<file path="config.mk">
export PLATFORM = sky130hd
export DESIGN_NAME = terminal_line_editor_with_history
export DESIGN_NICKNAME = d
export VERILOG_FILES = /design/src/design/tle_pkg.sv /design/src/design/tle_ram.sv /design/src/design/terminal_line_editor_with_history.sv
export SDC_FILE = /design/constraint.sdc
export NUM_CORES = 2
export LEC_CHECK = 0
export BUFFER_PORTS_ARGS = -buffer_cell sky130_fd_sc_hd__buf_4
export CAP_MARGIN = 40
export CELL_PAD_IN_SITES_DETAIL_PLACEMENT = 1
export CELL_PAD_IN_SITES_GLOBAL_PLACEMENT = 2
export CORE_ASPECT_RATIO = 0.6
export CORE_UTILIZATION = 55
export CTS_CLUSTER_DIAMETER = 120
export DETAILED_ROUTE_END_ITERATION = 16
export GPL_TIMING_DRIVEN = 0
export PLACE_DENSITY = 0.91
export SYNTH_ARGS = -nofsm -noshare
export SYNTH_HDL_FRONTEND = slang
export SYNTH_SLANG_ARGS = --single-unit
</file>
<file path="constraint.sdc">
create_clock -name clock -period 7.7 [get_ports clock]
set_input_delay 1.155 -clock clock [delete_from_list [all_inputs] [get_ports clock]]
set_output_delay 1.155 -clock clock [all_outputs]
set_load 0.05 [all_outputs]
</file>
<file path="src/design/tle_pkg.sv">
// package with types and constants for the terminal line editor
package tle_pkg;
   localparam int LINE_BYTES_DEF    = 32;
   localparam int HISTORY_LINES_DEF = 8;

   localparam logic [7:0] CH_ESC   = 8'h1b;
   localparam logic [7:0] CH_CR    = 8'h0d;
   localparam logic [7:0] CH_LF    = 8'h0a;
   localparam logic [7:0] CH_BS    = 8'h08;
   localparam logic [7:0] CH_SP    = 8'h20;
   localparam logic [7:0] CH_LBR   = 8'h5b;
   localparam logic [7:0] CH_DASH  = 8'h2d;
   localparam logic [7:0] CH_GT    = 8'h3e;
   localparam logic [7:0] CH_TWO   = 8'h32;
   localparam logic [7:0] CH_K     = 8'h4b;
   localparam logic [7:0] CH_UP    = 8'h41;
   localparam logic [7:0] CH_DOWN  = 8'h42;
   localparam logic [7:0] CH_RIGHT = 8'h43;
   localparam logic [7:0] CH_LEFT  = 8'h44;

   localparam logic KIND_START = 1'b0;

   typedef enum logic [3:0] {
      ST_IDLE,
      ST_FIXED,
      ST_READ,
      ST_EMIT_DATA,
      ST_CMD_READ,
      ST_CMD_EMIT
   } state_type;

   // fixed byte sequences: index is a phrase code
   typedef enum logic [2:0] {
      PH_PROMPT,
      PH_CRLF,
      PH_BACKSPACE,
      PH_CLEAR,
      PH_RIGHT,
      PH_LEFT,
      PH_PAIR
   } phrase_type;

   function automatic logic [3:0] phrase_len(phrase_type p);
      case (p)
         PH_PROMPT:    phrase_len = 4'd3;
         PH_CRLF:      phrase_len = 4'd2;
         PH_BACKSPACE: phrase_len = 4'd3;
         PH_CLEAR:     phrase_len = 4'd8;
         PH_RIGHT:     phrase_len = 4'd3;
         PH_LEFT:      phrase_len = 4'd3;
         PH_PAIR:      phrase_len = 4'd2;
         default:      phrase_len = 4'd0;
      endcase
   endfunction

   function automatic logic [7:0] phrase_byte(phrase_type p, logic [3:0] i,
                                              logic [7:0] a, logic [7:0] b);
      logic [7:0] r;
      r = CH_SP;
      case (p)
         PH_PROMPT:    r = (i == 4'd0) ? CH_DASH : (i == 4'd1) ? CH_GT : CH_SP;
         PH_CRLF:      r = (i == 4'd0) ? CH_CR : CH_LF;
         PH_BACKSPACE: r = (i == 4'd1) ? CH_SP : CH_BS;
         PH_CLEAR: begin
            case (i)
               4'd0:    r = CH_ESC;
               4'd1:    r = CH_LBR;
               4'd2:    r = CH_TWO;
               4'd3:    r = CH_K;
               4'd4:    r = CH_CR;
               4'd5:    r = CH_DASH;
               4'd6:    r = CH_GT;
               default: r = CH_SP;
            endcase
         end
         PH_RIGHT:     r = (i == 4'd0) ? CH_ESC : (i == 4'd1) ? CH_LBR : CH_RIGHT;
         PH_LEFT:      r = (i == 4'd0) ? CH_ESC : (i == 4'd1) ? CH_LBR : CH_LEFT;
         PH_PAIR:      r = (i == 4'd0) ? a : b;
         default:      r = CH_SP;
      endcase
      return r;
   endfunction
endpackage

</file>
<file path="src/design/tle_ram.sv">
// generic single-port-write ram with registered read
module tle_ram #(
   parameter int WIDTH = 8,
   parameter int DEPTH = 256
) (
   input  logic                     clock,
   input  logic                     wr_en,
   input  logic [$clog2(DEPTH)-1:0] wr_addr,
   input  logic [WIDTH-1:0]         wr_data,
   input  logic [$clog2(DEPTH)-1:0] rd_addr,
   output logic [WIDTH-1:0]         rd_data
);
   logic [WIDTH-1:0] mem_ff [DEPTH];

   always_ff @(posedge clock) begin
      if (wr_en) begin
         mem_ff[wr_addr] <= wr_data;
      end
      rd_data <= mem_ff[rd_addr];
   end
endmodule

</file>
<file path="src/design/terminal_line_editor_with_history.sv">
// top level of the terminal line editor with history
// A request transaction is accepted in idle, then its fixed phrase bytes are
// emitted one per cycle while the output slot is free, each line byte takes a
// line-store read and then the emit, and one more step closes each phrase list.
// A line-store read starts only after the previous line byte is loaded into
// the output register, because the ram read is registered, so line byte reads
// do not overlap. Line bytes live in a ram of HISTORY_LINES*LINE_BYTES bytes,
// lengths in flip-flops, so no clearing pass is needed after reset.
module terminal_line_editor_with_history #(
   parameter int LINE_BYTES    = tle_pkg::LINE_BYTES_DEF,
   parameter int HISTORY_LINES = tle_pkg::HISTORY_LINES_DEF
) (
   input  logic        clock,
   input  logic        reset,
   input  logic        req_tvalid,
   output logic        req_tready,
   input  logic [7:0]  req_tdata,   // rx_byte
   input  logic        req_tuser,   // kind
   output logic        rsp_tvalid,
   input  logic        rsp_tready,
   output logic [7:0]  rsp_tdata,   // out_byte
   output logic [1:0]  rsp_tuser,   // command_end, dest
   output logic        rsp_tlast    // last
);
   import tle_pkg::*;

   localparam int LW = $clog2(HISTORY_LINES);
   localparam int NW = $clog2(LINE_BYTES + 1);
   localparam int AW = $clog2(HISTORY_LINES * LINE_BYTES);
   localparam logic [LW-1:0] LAST_LINE = LW'(HISTORY_LINES - 1);
   localparam logic [NW-1:0] MAX_LEN = NW'(LINE_BYTES - 1);

   state_type state_ff, state_in;

   logic [NW-1:0] len_ff [HISTORY_LINES];
   logic [NW-1:0] len_in [HISTORY_LINES];
   logic [HISTORY_LINES-1:0] used_ff, used_in;
   logic [LW-1:0] cur_ff, cur_in;
   logic [NW-1:0] cursor_ff, cursor_in;
   logic [1:0]    esc_ff, esc_in;
   logic [7:0]    esc_first_ff, esc_first_in;
   logic          open_ff, open_in;

   // phrase queue: up to three phrases then optional data tail
   phrase_type ph_ff [3];
   phrase_type ph_in [3];
   logic [1:0] ph_cnt_ff, ph_cnt_in;
   logic [1:0] ph_idx_ff, ph_idx_in;
   logic [3:0] pos_ff, pos_in;
   logic [7:0] pa_ff, pa_in, pb_ff, pb_in;
   logic       tail_ff, tail_in;       // redraw data after phrases
   logic       cmd_ff, cmd_in;         // command dump after first phrase
   logic       begin_ff, begin_in;     // line begin after command or empty line
   logic [NW-1:0] di_ff, di_in;
   logic [NW-1:0] dlen_ff, dlen_in;

   logic          out_v_ff, out_v_in;
   logic [7:0]    out_b_ff, out_b_in;
   logic          out_d_ff, out_d_in;
   logic          out_e_ff, out_e_in;
   logic          out_l_ff, out_l_in;

   logic          wr_en;
   logic [AW-1:0] wr_addr, rd_addr;
   logic [7:0]    wr_data, rd_data;

   tle_ram #(.WIDTH(8), .DEPTH(HISTORY_LINES * LINE_BYTES)) u_ram (
      .clock(clock), .wr_en(wr_en), .wr_addr(wr_addr), .wr_data(wr_data),
      .rd_addr(rd_addr), .rd_data(rd_data)
   );

   function automatic logic [LW-1:0] rnext(logic [LW-1:0] i);
      return (i == LAST_LINE) ? '0 : LW'(i + 1'b1);
   endfunction
   function automatic logic [LW-1:0] rprev(logic [LW-1:0] i);
      return (i == '0) ? LAST_LINE : LW'(i - 1'b1);
   endfunction

   assign req_tready = (state_ff == ST_IDLE) && !out_v_ff;
   assign rsp_tvalid = out_v_ff;
   assign rsp_tdata  = out_b_ff;
   assign rsp_tuser  = {out_e_ff, out_d_ff};
   assign rsp_tlast  = out_l_ff;

   always_ff @(posedge clock) begin
      if (reset) begin
         state_ff  <= ST_IDLE;
         used_ff   <= '0;
         cur_ff    <= '0;
         cursor_ff <= '0;
         esc_ff    <= '0;
         esc_first_ff <= '0;
         open_ff   <= 1'b0;
         out_v_ff  <= 1'b0;
         for (int i = 0; i < HISTORY_LINES; i++) len_ff[i] <= '0;
      end else begin
         state_ff  <= state_in;
         used_ff   <= used_in;
         cur_ff    <= cur_in;
         cursor_ff <= cursor_in;
         esc_ff    <= esc_in;
         esc_first_ff <= esc_first_in;
         open_ff   <= open_in;
         out_v_ff  <= out_v_in;
         for (int i = 0; i < HISTORY_LINES; i++) len_ff[i] <= len_in[i];
      end
      ph_ff     <= ph_in;
      ph_cnt_ff <= ph_cnt_in;
      ph_idx_ff <= ph_idx_in;
      pos_ff    <= pos_in;
      pa_ff     <= pa_in;
      pb_ff     <= pb_in;
      tail_ff   <= tail_in;
      cmd_ff    <= cmd_in;
      begin_ff  <= begin_in;
      di_ff     <= di_in;
      dlen_ff   <= dlen_in;
      out_b_ff  <= out_b_in;
      out_d_ff  <= out_d_in;
      out_e_ff  <= out_e_in;
      out_l_ff  <= out_l_in;
   end

   always_comb begin
      logic [NW-1:0] len;
      logic [LW-1:0] tgt;
      logic          slot_free;
      logic          more;
      state_in  = state_ff;
      len_in    = len_ff;
      used_in   = used_ff;
      cur_in    = cur_ff;
      cursor_in = cursor_ff;
      esc_in    = esc_ff;
      esc_first_in = esc_first_ff;
      open_in   = open_ff;
      ph_in     = ph_ff;
      ph_cnt_in = ph_cnt_ff;
      ph_idx_in = ph_idx_ff;
      pos_in    = pos_ff;
      pa_in     = pa_ff;
      pb_in     = pb_ff;
      tail_in   = tail_ff;
      cmd_in    = cmd_ff;
      begin_in  = begin_ff;
      di_in     = di_ff;
      dlen_in   = dlen_ff;
      out_v_in  = out_v_ff && !rsp_tready;
      out_b_in  = out_b_ff;
      out_d_in  = out_d_ff;
      out_e_in  = out_e_ff;
      out_l_in  = out_l_ff;
      wr_en     = 1'b0;
      wr_addr   = AW'(cur_ff * LINE_BYTES + cursor_ff);
      wr_data   = req_tdata;
      rd_addr   = AW'(cur_ff * LINE_BYTES + di_ff);
      len       = len_ff[cur_ff];
      tgt       = '0;
      slot_free = !out_v_ff || rsp_tready;
      more      = 1'b0;

      case (state_ff)
         ST_IDLE: begin
            if (req_tvalid && req_tready) begin
               ph_cnt_in = '0;
               ph_idx_in = '0;
               pos_in    = '0;
               tail_in   = 1'b0;
               cmd_in    = 1'b0;
               begin_in  = 1'b0;
               di_in     = '0;
               pa_in     = esc_first_ff;
               pb_in     = req_tdata;
               if (req_tuser == KIND_START) begin
                  open_in = 1'b1;
                  esc_in  = '0;
                  ph_in[0] = PH_PROMPT;
                  ph_cnt_in = 2'd1;
                  len_in[cur_ff] = '0;
                  used_in[cur_ff] = 1'b1;
                  cursor_in = '0;
                  used_in[rnext(cur_ff)] = 1'b0;
                  len_in[rnext(cur_ff)] = '0;
               end else if (open_ff) begin
                  if (esc_ff == 2'd1) begin
                     esc_first_in = req_tdata;
                     esc_in = 2'd2;
                  end else if (esc_ff == 2'd2) begin
                     esc_in = '0;
                     if (esc_first_ff != CH_LBR) begin
                        ph_in[0] = PH_PAIR;
                        ph_cnt_in = 2'd1;
                     end else begin
                        case (req_tdata)
                           CH_UP, CH_DOWN: begin
                              tgt = (req_tdata == CH_UP) ? rprev(cur_ff) : rnext(cur_ff);
                              if (used_ff[tgt]) begin
                                 cur_in = tgt;
                                 cursor_in = len_ff[tgt];
                                 ph_in[0] = PH_CLEAR;
                                 ph_cnt_in = 2'd1;
                                 dlen_in = len_ff[tgt];
                                 tail_in = (len_ff[tgt] != '0);
                              end
                           end
                           CH_RIGHT: begin
                              if (cursor_ff != len) begin
                                 cursor_in = NW'(cursor_ff + 1'b1);
                                 ph_in[0] = PH_RIGHT;
                                 ph_cnt_in = 2'd1;
                              end
                           end
                           CH_LEFT: begin
                              if (cursor_ff != '0) begin
                                 cursor_in = NW'(cursor_ff - 1'b1);
                                 ph_in[0] = PH_LEFT;
                                 ph_cnt_in = 2'd1;
                              end
                           end
                           default: ;
                        endcase
                     end
                  end else if (req_tdata == CH_CR) begin
                     ph_in[0] = PH_CRLF;
                     ph_cnt_in = 2'd1;
                     if (len == '0) begin
                        used_in[cur_ff] = 1'b0;
                        begin_in = 1'b1;
                     end else begin
                        cmd_in  = 1'b1;
                        dlen_in = len;
                     end
                  end else if (req_tdata == CH_BS) begin
                     if (cursor_ff == len && cursor_ff != '0) begin
                        ph_in[0] = PH_BACKSPACE;
                        ph_cnt_in = 2'd1;
                        cursor_in = NW'(cursor_ff - 1'b1);
                        len_in[cur_ff] = NW'(len - 1'b1);
                     end
                  end else if (req_tdata == CH_ESC) begin
                     esc_in = 2'd1;
                  end else if (len < MAX_LEN && cursor_ff < MAX_LEN) begin
                     ph_in[0] = PH_PAIR;
                     pa_in = req_tdata;
                     ph_cnt_in = 2'd1;
                     wr_en = 1'b1;
                     // pair phrase of one byte: use pos 1 so only b is sent
                     pos_in = 4'd1;
                     cursor_in = NW'(cursor_ff + 1'b1);
                     if (NW'(cursor_ff + 1'b1) > len) len_in[cur_ff] = NW'(cursor_ff + 1'b1);
                  end
               end
               state_in = ST_FIXED;
            end
         end
         ST_FIXED: begin
            if (ph_idx_ff >= ph_cnt_ff) begin
               // nothing left in the phrase list
               if (cmd_ff) begin
                  state_in = ST_CMD_READ;
               end else if (tail_ff) begin
                  state_in = ST_READ;
               end else if (begin_ff) begin
                  begin_in = 1'b0;
                  ph_in[0] = PH_PROMPT;
                  ph_cnt_in = 2'd1;
                  ph_idx_in = '0;
                  pos_in = '0;
                  len_in[cur_ff] = '0;
                  used_in[cur_ff] = 1'b1;
                  cursor_in = '0;
                  used_in[rnext(cur_ff)] = 1'b0;
                  len_in[rnext(cur_ff)] = '0;
               end else begin
                  state_in = ST_IDLE;
               end
            end else if (slot_free) begin
               more = (pos_ff + 1'b1 < phrase_len(ph_ff[ph_idx_ff]))
                   || (ph_idx_ff + 1'b1 < ph_cnt_ff) || tail_ff || cmd_ff || begin_ff;
               out_v_in = 1'b1;
               out_b_in = phrase_byte(ph_ff[ph_idx_ff], pos_ff, pa_ff, pb_ff);
               out_d_in = 1'b0;
               out_e_in = 1'b0;
               out_l_in = !more;
               if (pos_ff + 1'b1 < phrase_len(ph_ff[ph_idx_ff])) begin
                  pos_in = pos_ff + 1'b1;
               end else begin
                  pos_in = '0;
                  ph_idx_in = ph_idx_ff + 1'b1;
               end
            end
         end
         ST_READ: begin
            state_in = ST_EMIT_DATA;
         end
         ST_EMIT_DATA: begin
            if (slot_free) begin
               out_v_in = 1'b1;
               out_b_in = rd_data;
               out_d_in = 1'b0;
               out_e_in = 1'b0;
               out_l_in = (NW'(di_ff + 1'b1) == dlen_ff);
               di_in = NW'(di_ff + 1'b1);
               if (NW'(di_ff + 1'b1) == dlen_ff) begin
                  tail_in = 1'b0;
                  state_in = ST_IDLE;
               end else begin
                  state_in = ST_READ;
               end
            end
         end
         ST_CMD_READ: begin
            state_in = ST_CMD_EMIT;
         end
         ST_CMD_EMIT: begin
            if (slot_free) begin
               out_v_in = 1'b1;
               out_b_in = rd_data;
               out_d_in = 1'b1;
               out_e_in = (NW'(di_ff + 1'b1) == dlen_ff);
               out_l_in = 1'b0;
               di_in = NW'(di_ff + 1'b1);
               if (NW'(di_ff + 1'b1) == dlen_ff) begin
                  cmd_in = 1'b0;
                  begin_in = 1'b1;
                  cur_in = rnext(cur_ff);
                  state_in = ST_FIXED;
               end else begin
                  state_in = ST_CMD_READ;
               end
            end
         end
         default: state_in = ST_IDLE;
      endcase
   end
endmodule

</file>
==> impl_metrics.env <==
export IMPL_layout_commonest_cell="edfxtp_1"
export IMPL_htreeDepth=4
export IMPL_chipWidth_um=517
export IMPL_synth_main_ff_cell="edfxtp_1"
export IMPL_yosysSeqAreaShare_pct=74.2
export IMPL_synth_warnings=0
export IMPL_clock_fmax_ghz=0.142
export IMPL_hold_buffers=0
export IMPL_numClockSinks=2188
export IMPL_grt_usage_pct=33.8
export IMPL_clk_pin_slew_ns=0.07
export IMPL_drtPass1Iterations=6
export IMPL_wl_um=268000
export IMPL_syn_area_um2=87400
export IMPL_yosys_area_top_type="edfxtp_1"
export IMPL_power_density_nw_per_um2=291
export IMPL_grt_pass1_wl_um=373000
export IMPL_path_max_fanout=10
export IMPL_vdd_drop_max_v=0.000272
export IMPL_synth_top_cell_area_share_pct=72.1
export IMPL_synth_distinct_cells=78
export IMPL_dr_wl_met2_um=117000
export IMPL_p_sw_share_pct=28.1
export IMPL_slew_violations=0
export IMPL_drive_gt1_share_pct=25.8
export IMPL_switchingPower_mw=8.02
export IMPL_routed_wl_met3_um=39900
export IMPL_endpoint_kind="register"
export IMPL_crit_start="cur_ff[0]"
export IMPL_cap_viol_max_count=0
export IMPL_dp_hpwl_um=176000
export IMPL_synth_area_leaders="edfxtp_1 72%, mux4_2 18%, dfxtp_1 2.0%"
export IMPL_cts_root_buf="clkbuf_16"
export IMPL_min_period_ns=7.04
export IMPL_cp_required_ns=8.15
export IMPL_start_util_pct=55.8
export IMPL_reg2reg_depth=15
export IMPL_r2r_slack_ns=0.66
export IMPL_fin_util_pct=62.7
export IMPL_setup_viol=0
export IMPL_cts_tree="built"
export IMPL_worstMarginPinSlew_ns=1.07
export IMPL_holdCritStartpoint="used_ff[2]"
export IMPL_timing_hold_ws_ns=0.481
export IMPL_clock_latency_ns=0.86
export IMPL_met1_length_um=104000
export IMPL_final_cell_mix="2100 x edfxtp_1, 694 x mux4_2, 353 x nor2_1"
export IMPL_ant_nets=0
export IMPL_clock_path_buffers=3
export IMPL_period_share_pct=91.4
export IMPL_post_drt_wl_per_cell_um=39.2
export IMPL_pwr_share_seq_pct=46.3
export IMPL_place_gp_congestion=0.913
export IMPL_p_int_mw=20.6
export IMPL_port_buffer_count=24
export IMPL_cts_buffers_inserted=186
export IMPL_die_y_um=311
export IMPL_crit_type="register to register"
export IMPL_fp_dieArea_um2=161000
export IMPL_row_count=112
export IMPL_p_clk_share_pct=33.0
export IMPL_drt_iter0_markers=8687
export IMPL_synth_edf_count=2100
export IMPL_vias=48000
export IMPL_cellLeakagePower_nw=30.5
export IMPL_drc=0
export IMPL_num_io_pins=26
export IMPL_post_cts_resized=0
export IMPL_grt_overflow=0
export IMPL_cp_start_kind="register"
export IMPL_finalHoldViolations=0
export IMPL_r2r_start="cur_ff[0]"
export IMPL_core_area_um2=157000
export IMPL_cp_arrival_ns=7.49
export IMPL_highest_layer="met5"
export IMPL_postCtsSetupBuffers=0
export IMPL_synth_seq_cells=2188
export IMPL_grt_max_degree=165
export IMPL_endpoint="u_ram.mem_ff[91][4]"
export IMPL_antenna_found_initial=26
export IMPL_synthCells=4145
export IMPL_syn_avg_cell_area_um2=21.1
export IMPL_fin_area_um2=98200
export IMPL_place_area_um2=91900
export IMPL_rsz0062_at_grt="false"
export IMPL_clock_skew_ns=0.0515
export IMPL_timing_rr_end="u_ram.mem_ff[91][4]"
export IMPL_status="completed"
export IMPL_viasPerCell=7.02
export IMPL_holdCritPathClass="register to register"
export IMPL_grt_pass1_vias=47800
export IMPL_ys_async_sr_fraction_pct=0
export IMPL_p_comb_share_pct=20.7
export IMPL_area_growth_pct=12.3
export IMPL_slew_headroom_pct=28.6
export IMPL_finalNetCount=4615
## sequential cells by signal, summed over array words and instances (netlist names), 8 cells and up
name,flops
pb_ff,8
u_ram.rd_data,8
pa_ff,8
rsp_tdata,8
u_ram.mem_ff,2048
len_ff,48
esc_first_ff,8
used_ff,8
## per-stage QoR
stage / setup TNS [ns] / total power [mW] / setup slack (ns) / cells
after global placement: -473.38 / 18.7 / -0.718 / 6341
after CTS: 0 / 28.4 / 0.996 / 6770
after floorplan: 0 / 16.6 / 3.60 / 4208
final: 0 / 28.6 / 0.662 / 6833
after global routing: 0 / 29.0 / 0.666 / 6826
after detailed placement: 0 / 19.2 / 0.324 / 6434
## cells in the mapped netlist, types with 17 or more instances
cell	number
a21oi_1	50
a22o_1	41
a31oi_1	17
buf_1	46
buf_2	43
clkbuf_1	141
dfxtp_1	88
edfxtp_1	2100
ha_1	33
inv_1	29
mux2i_1	47
mux4_2	694
nand2_1	95
nand2b_1	18
nand3_1	34
nor2_1	353
nor2b_1	17
nor3_1	23
o21ai_0	42
xnor2_1	18
xor2_1	17
## power groups by stage
| stage | sequential, mW | combinational (mW) | clock, mW |
|---|---|---|---|
| 5_1_grt | 13.2 | 6.02 | 9.77 |
| 3_5_place_dp | 13.5 | 5.66 | 0 |
| 2_1_floorplan | 13.4 | 3.15 | 0 |
| 6_report | 13.2 | 5.92 | 9.42 |
| 4_1_cts | 13.2 | 5.76 | 9.43 |
| 3_3_place_gp | 13.5 | 5.22 | 0 |
## layout make-up
cell class	count	area [um^2]
Sequential cell	2188	64800
Fill cell	12800	58500
Multi-Input combinational cell	1750	21700
Clock buffer	248	5100
Tap cell	2109	2640
Timing Repair Buffer	173	1970
Buffer	238	990
Clock inverter	88	782
Inverter	32	120
Antenna cell	7	17.5
## worst max-delay path, cell delays in order (launching register included)
cell and delay, ns:
dfxtp_1 0.52, buf_2 0.34, buf_2 0.38, or2_2 0.20
o32ai_1 0.08, nor2_1 0.74, inv_1 0.22, ha_1 0.24
o21ai_0 0.07, o31ai_1 0.18, nor4_1 0.78, buf_2 0.45
and3_1 0.37, nand2_1 0.59, buf_2 0.60, nor2_1 0.82
## cells by family after synthesis
kind of cell               count (synthesis)  synth area share [%]
other                                      1               0.00429
buffers and inverters                    270                  1.26
DFF                                     2188                  74.2
and+or+nand+nor                          612                  3.11
xor gates and xnor gates                  35                 0.351
muxes                                    761                  18.7
adders and majority gates                 33                 0.472
AOI/OAI and AO/OA                        245                  1.97
## how the worst min path moves through the flow
stage,endpoint,cells past startpoint
2_1_floorplan,len_ff[11],1
6_report,used_ff[2],2
5_1_grt,len_ff[5],1
3_3_place_gp,used_ff[6],2
3_5_place_dp,used_ff[2],2
4_1_cts,used_ff[2],2
## metal layers
layer  vias to the layer above  track usage [%]
li1                      18100                -
met1                     25500             50.5
met2                      3983             47.4
met3                       462             11.5
met4                         6             10.5
met5                         -                0
(Power assumes the default switching activity.)
